[config.mk]
export PLATFORM = sky130hd
export DESIGN_NAME = double_ended_queue_core
export DESIGN_NICKNAME = d
export VERILOG_FILES = /design/src/design/dq_pkg.sv /design/src/design/dq_ram.sv /design/src/design/double_ended_queue_core.sv
export SDC_FILE = /design/constraint.sdc
export NUM_CORES = 1
export LEC_CHECK = 0
export BUFFER_PORTS_ARGS = -buffer_cell sky130_fd_sc_hd__buf_2
export CORE_UTILIZATION = 35
export DETAILED_ROUTE_END_ITERATION = 8
export GPL_ROUTABILITY_DRIVEN = 0
export HOLD_SLACK_MARGIN = 0.12
export PLACE_DENSITY = 0.58
export REMOVE_ABC_BUFFERS = 1
export SLEW_MARGIN = 20
export SYNTH_ARGS = -nofsm -noshare
export SYNTH_HDL_FRONTEND = slang
export SYNTH_SLANG_ARGS = --single-unit
[constraint.sdc]
create_clock -name clk_i -period 5 [get_ports clk_i]
set_input_delay 0.25 -clock clk_i [delete_from_list [all_inputs] [get_ports clk_i]]
set_output_delay 0.25 -clock clk_i [all_outputs]
set_load 0.1 [all_outputs]
[src/design/dq_pkg.sv]
package dq_pkg;

  localparam int unsigned DefDepth = 16;
  localparam int unsigned DataW    = 32;
  localparam int unsigned FuncW    = 3;
  localparam int unsigned StatW    = 2;
  localparam int unsigned CountW   = 5;
  localparam int unsigned InDataW  = 32;
  localparam int unsigned OutDataW = 72;

  typedef enum logic [FuncW-1:0] {
    OP_PUT_BACK   = 3'd0,
    OP_PUT_FRONT  = 3'd1,
    OP_TAKE_BACK  = 3'd2,
    OP_TAKE_FRONT = 3'd3,
    OP_CLEAR      = 3'd4
  } op_e;

  typedef enum logic [StatW-1:0] {
    STAT_OK    = 2'd0,
    STAT_EMPTY = 2'd1,
    STAT_FULL  = 2'd2
  } stat_e;

  typedef enum logic [2:0] {
    S_IDLE = 3'b001,
    S_READ = 3'b010,
    S_LOAD = 3'b100
  } state_e;

endpackage

[src/design/dq_ram.sv]
module dq_ram #(
  parameter int unsigned Depth = dq_pkg::DefDepth,
  parameter int unsigned Width = dq_pkg::DataW,
  localparam int unsigned AW   = $clog2(Depth)
) (
  input  logic             clk_i,
  input  logic             we_i,
  input  logic [AW-1:0]    waddr_i,
  input  logic [Width-1:0] wdata_i,
  input  logic [AW-1:0]    raddr_a_i,
  input  logic [AW-1:0]    raddr_b_i,
  output logic [Width-1:0] rdata_a_o,
  output logic [Width-1:0] rdata_b_o
);

  logic [Width-1:0] mem [Depth];

  always_ff @(posedge clk_i) begin
    if (we_i) begin
      mem[waddr_i] <= wdata_i;
    end
  end

  always_ff @(posedge clk_i) begin
    rdata_a_o <= mem[raddr_a_i];
    rdata_b_o <= mem[raddr_b_i];
  end

endmodule

[src/design/double_ended_queue_core.sv]
// Double-ended queue of signed 32-bit elements held in a ring of DEPTH entries in one
// synchronous memory with one write and two read ports. Each input item carries an
// operation in s_axis_tuser (push back, push front, pop back, pop front, clear) and the
// element to push in s_axis_tdata; each one yields exactly one result item with the status
// (ok, pop on empty ignored, push on full ignored) in m_axis_tuser and the front and back
// elements, the count and an empty flag in m_axis_tdata. In S_IDLE the accept cycle
// updates the pointers and writes the memory, S_READ reads the front and back entries
// through the registered read ports, and S_LOAD moves the read data into the output
// register once that register is free or being taken. A finished result may wait in the
// output register while the next item is accepted and processed. Count is reported in
// its low five bits.
module double_ended_queue_core #(
  parameter int unsigned DEPTH = dq_pkg::DefDepth
) (
  input  logic                          clk_i,
  input  logic                          rst_ni,
  input  logic                          s_axis_tvalid,
  output logic                          s_axis_tready,
  // value
  input  logic [dq_pkg::InDataW-1:0]    s_axis_tdata,
  // func
  input  logic [dq_pkg::FuncW-1:0]      s_axis_tuser,
  output logic                          m_axis_tvalid,
  input  logic                          m_axis_tready,
  // front_value, back_value, count, is_empty, zero pad
  output logic [dq_pkg::OutDataW-1:0]   m_axis_tdata,
  // status
  output logic [dq_pkg::StatW-1:0]      m_axis_tuser
);
  import dq_pkg::*;

  localparam int unsigned AW = $clog2(DEPTH);
  localparam int unsigned CW = $clog2(DEPTH + 1);
  localparam logic [AW-1:0] LastIdx = AW'(DEPTH - 1);
  localparam logic [CW-1:0] FullCnt = CW'(DEPTH);

  function automatic logic [AW-1:0] idx_next(input logic [AW-1:0] i);
    return (i == LastIdx) ? '0 : i + 1'b1;
  endfunction

  function automatic logic [AW-1:0] idx_prev(input logic [AW-1:0] i);
    return (i == '0) ? LastIdx : i - 1'b1;
  endfunction

  state_e state_q, state_d;
  logic [AW-1:0] front_q, front_d;
  logic [AW-1:0] back_q, back_d;
  logic [CW-1:0] fill_q, fill_d;
  stat_e stat_q, stat_d;

  logic                accept;
  logic                we;
  logic [AW-1:0]       waddr;
  logic [DataW-1:0]    rd_front, rd_back;
  logic                out_load;
  logic                is_empty;
  logic [CW+4:0]       cnt_ext;

  logic                m_valid_q, m_valid_d;
  logic [OutDataW-1:0] m_data_q, m_data_d;
  logic [StatW-1:0]    m_user_q, m_user_d;

  assign s_axis_tready = (state_q == S_IDLE);
  assign accept        = s_axis_tvalid & s_axis_tready;

  always_comb begin
    front_d = front_q;
    back_d  = back_q;
    fill_d  = fill_q;
    stat_d  = stat_q;
    we      = 1'b0;
    waddr   = back_q;
    if (accept) begin
      stat_d = STAT_OK;
      unique case (op_e'(s_axis_tuser))
        OP_PUT_BACK: begin
          if (fill_q == FullCnt) begin
            stat_d = STAT_FULL;
          end else begin
            we     = 1'b1;
            waddr  = back_q;
            back_d = idx_next(back_q);
            fill_d = fill_q + 1'b1;
          end
        end
        OP_PUT_FRONT: begin
          if (fill_q == FullCnt) begin
            stat_d = STAT_FULL;
          end else begin
            we      = 1'b1;
            waddr   = idx_prev(front_q);
            front_d = idx_prev(front_q);
            fill_d  = fill_q + 1'b1;
          end
        end
        OP_TAKE_BACK: begin
          if (fill_q == '0) begin
            stat_d = STAT_EMPTY;
          end else begin
            back_d = idx_prev(back_q);
            fill_d = fill_q - 1'b1;
          end
        end
        OP_TAKE_FRONT: begin
          if (fill_q == '0) begin
            stat_d = STAT_EMPTY;
          end else begin
            front_d = idx_next(front_q);
            fill_d  = fill_q - 1'b1;
          end
        end
        OP_CLEAR: begin
          front_d = '0;
          back_d  = '0;
          fill_d  = '0;
        end
        default: begin
        end
      endcase
    end
  end

  dq_ram #(
    .Depth (DEPTH),
    .Width (DataW)
  ) u_ram (
    .clk_i     (clk_i),
    .we_i      (we),
    .waddr_i   (waddr),
    .wdata_i   (s_axis_tdata),
    .raddr_a_i (front_q),
    .raddr_b_i (idx_prev(back_q)),
    .rdata_a_o (rd_front),
    .rdata_b_o (rd_back)
  );

  assign out_load = (state_q == S_LOAD) && (!m_valid_q || m_axis_tready);
  assign is_empty = (fill_q == '0);
  assign cnt_ext  = {5'b0, fill_q};

  always_comb begin
    state_d = state_q;
    unique case (state_q)
      S_IDLE: begin
        if (accept) begin
          state_d = S_READ;
        end
      end
      S_READ: state_d = S_LOAD;
      S_LOAD: begin
        if (out_load) begin
          state_d = S_IDLE;
        end
      end
      default: state_d = S_IDLE;
    endcase
  end

  always_comb begin
    m_valid_d = m_valid_q;
    m_data_d  = m_data_q;
    m_user_d  = m_user_q;
    if (m_valid_q && m_axis_tready) begin
      m_valid_d = 1'b0;
    end
    if (out_load) begin
      m_valid_d = 1'b1;
      m_user_d  = stat_q;
      m_data_d  = {2'b00, is_empty, cnt_ext[4:0],
                   is_empty ? '0 : rd_back,
                   is_empty ? '0 : rd_front};
    end
  end

  always_ff @(posedge clk_i or negedge rst_ni) begin
    if (!rst_ni) begin
      state_q   <= S_IDLE;
      front_q   <= '0;
      back_q    <= '0;
      fill_q    <= '0;
      stat_q    <= STAT_OK;
      m_valid_q <= 1'b0;
    end else begin
      state_q   <= state_d;
      front_q   <= front_d;
      back_q    <= back_d;
      fill_q    <= fill_d;
      stat_q    <= stat_d;
      m_valid_q <= m_valid_d;
    end
  end

  always_ff @(posedge clk_i) begin
    m_data_q <= m_data_d;
    m_user_q <= m_user_d;
  end

  assign m_axis_tvalid = m_valid_q;
  assign m_axis_tdata  = m_data_q;
  assign m_axis_tuser  = m_user_q;

endmodule

==> metrics.txt <==
status=completed; first-pass GRT wire length=106 mm; hpwl dp=41.3 mm; CP Capture Type=register; Fin Hold WS=0.212 ns; setup TNS=0 ns; commonest non-fill, non-tap cell in the layout=edfxtp_1; area delta synth->final=16.9%; DR DRC count=0; die area=0.0822 mm^2; die height=287 um; CP max FO=19; Slew Viols, Final=0; arrival time worst endpoint=4.13 ns; f_max=258 MHz; 1st-pass router iterations=5; hold endpoint=front_q[1]; depth of the CTS H-tree=3; Clk pin slew, worst setup/hold paths=0.06 ns; largest net degree at the start of global routing=58; Place WS=1.21 ns; async set-reset flop share out of synthesis=2.85%; post-cts resize count=0; endpoints failing hold=0; drt initial violations=1250; skew final=0.0332 ns; Rows=104; Initial Util=35.3%; Worst R2R Path Depth=5; crit path cell chain=nand4bb_1 > a2111oi_1 > nand3b_1 > nor2_4 > buf_4; HP Start=s_axis_tuser[2]; reg2reg start=state_q[0]; core area=0.0804 mm^2; clk sinks=667; worst setup path class=reg2reg; CTS Buffer Depth=3; FF+latch count, synth=667; Leak=10.7 nW; Top Ports=115; CTS Root Cell=clkbuf_16; Final WS setup=1.13 ns; fin crit share=77.5%; Tot GR Track Use=17.6%; total CTS buffers=73; Cell Pwr Density=607 mW/mm^2; min cycle time layout=3.87 ns; Reg2Reg Setup Slack=1.13 ns; Max-cap violations=0; antenna diode instance count=0; synth warn=0; CP startpoint kind=register; total grt overflow=0; Filler Cell Count=7037; Max IR drop VDD=397 uV; CP max stage delay=0.87 ns; Vias=15078; Worst path slowest cell=a2111oi_1; most frequent cells in the layout=584 x edfxtp_1, 288 x mux4_2, 112 x buf_2; CTS tree=done; post-route insts no fill=2667; Mean Syn Cell Area=20.6 um^2; vias in the first global route=15846; Tightest Pin Transition=1.06 ns; RSZ-0062 raised after global routing=false; via/cell ratio=5.65; count of cell types in the netlist=60; Synth Cell Area=0.0284 mm^2; Buffers on Ports=112; hold depth=4; # setup viols final=0; Post-synth EDFFs=584; Reg-to-Reg End=u_ram.mem[8][26]; Relative slew margins=29.5%; initial antenna violation count=4; clock latency on the worst-skew pair=0.62 ns; ratio of cells with drive above 1 in the final layout=36.8%; Avg WL per Cell=26.7 um; required time of the critical path=5.25 ns; Most used DFF post-synth=edfxtp_1; nets=1595; dpl cells=2494; WL final=71.3 mm; Mapped Cells=1377; Die X=287 um; antenna viol nets, final=0; worst hold path class=in2reg; post-synthesis sequential area ratio=68.0%
[worst max-delay path: cells and delay by family, from the launching register on]
kind / cells / cell delay [ns]
buf+inv: 1 / 0.51
flops: 1 / 0.55
compound gates: 1 / 0.87
simple gates: 3 / 1.58
[final cells by class]
cell class | count | area (um^2) | share of cell area (%)
multi-input combinational | 606 | 8720 | 26.3
clock inverter | 42 | 499 | 1.50
tap | 1060 | 1330 | 4.00
clock buffer | 93 | 1960 | 5.92
sequential | 667 | 19300 | 58.2
inverter | 10 | 37.5 | 0.113
timing repair buffer | 189 | 1320 | 3.98
[synth_stat cells, types with 9 or more instances]
cell / n / area, um^2
dfxtp_1: 64 / 1280
nor2b_1: 62 / 388
buf_4: 9 / 67.6
buf_6: 11 / 124
nor2_1: 30 / 113
inv_1: 9 / 33.8
nand2_1: 55 / 206
mux4_2: 288 / 6490
buf_2: 27 / 135
clkbuf_1: 44 / 165
dfrtp_1: 18 / 450
edfxtp_1: 584 / 17500
a22oi_1: 64 / 480
o21ai_0: 17 / 85.1
[registers in the layout, indices dropped and copies added, names as in the netlist]
signal and flops:
u_ram.rdata_b_o 32, u_ram.rdata_a_o 32, m_axis_tdata 70, stat_q 2
front_q 4, m_axis_tuser 2, m_axis_tvalid 1, state_q 3
back_q 4, u_ram.mem 512, fill_q 5
[per-stage QoR]
stage / instance area [um^2] / total power [mW] / utilization [%]
after floorplan: 27900 / 13.0 / -
after global placement: 30300 / 14.8 / 37.7
after detailed placement: 30300 / 14.8 / 37.7
after CTS: 33200 / 20.4 / 41.3
after global routing: 33200 / 21.1 / 41.3
final: 33200 / 20.1 / 41.3
[how the worst max path moves through the flow]
stage | start | to | slack [ns] | depth (start not counted)
global placement | state_q[0] | u_ram.mem[12][14] | 1.25 | 6
floorplan | back_q[2] | u_ram.rdata_b_o[0] | -3.03 | 5
CTS | state_q[0] | u_ram.mem[8][26] | 1.19 | 5
detailed placement | state_q[0] | u_ram.mem[15][12] | 1.21 | 6
finish | state_q[0] | u_ram.mem[8][26] | 1.13 | 5
global route | state_q[0] | u_ram.mem[12][8] | 0.93 | 6
[layer usage]
layer | vias to the layer above | GRT usage, % | wire [um]
met5 | - | 0 | 26
met4 | 4 | 5.63 | 1680
met3 | 119 | 3.34 | 4760
met2 | 620 | 28.0 | 34200
met1 | 8161 | 24.3 | 30600
li1 | 6174 | - | -
[power by group]
group          leakage, nW  internal [mW]  total (mW)  switching [mW]
sequential            6.03           6.67        7.01           0.332
combinational         3.42           3.40        7.63            4.23
clock                 1.20           3.27        5.49            2.22
[what timing repair did]
item | 4_1_cts | 5_1_grt
hold endpoints to repair | 535 | 0
buffers inserted | 0 | 0
hold buffers | 38 | 0
endpoints found under the setup margin | 0 | 0
[kinds of logic (layout without fill, tap and decap cells)]
group	Yosys count	in the layout	share of synthesized area, %
flip-flops	667	667	68.0
multiplexers	295	295	23.1
AND/OR/NAND/NOR	169	169	3.10
AO/OA/AOI/OAI	124	124	3.23
buffers and inverters	105	334	1.92
adder cells (fa/ha/maj)	9	9	0.423
XOR/XNOR	7	7	0.216
other	1	2	0.0132
(Power assumes the default switching activity.)
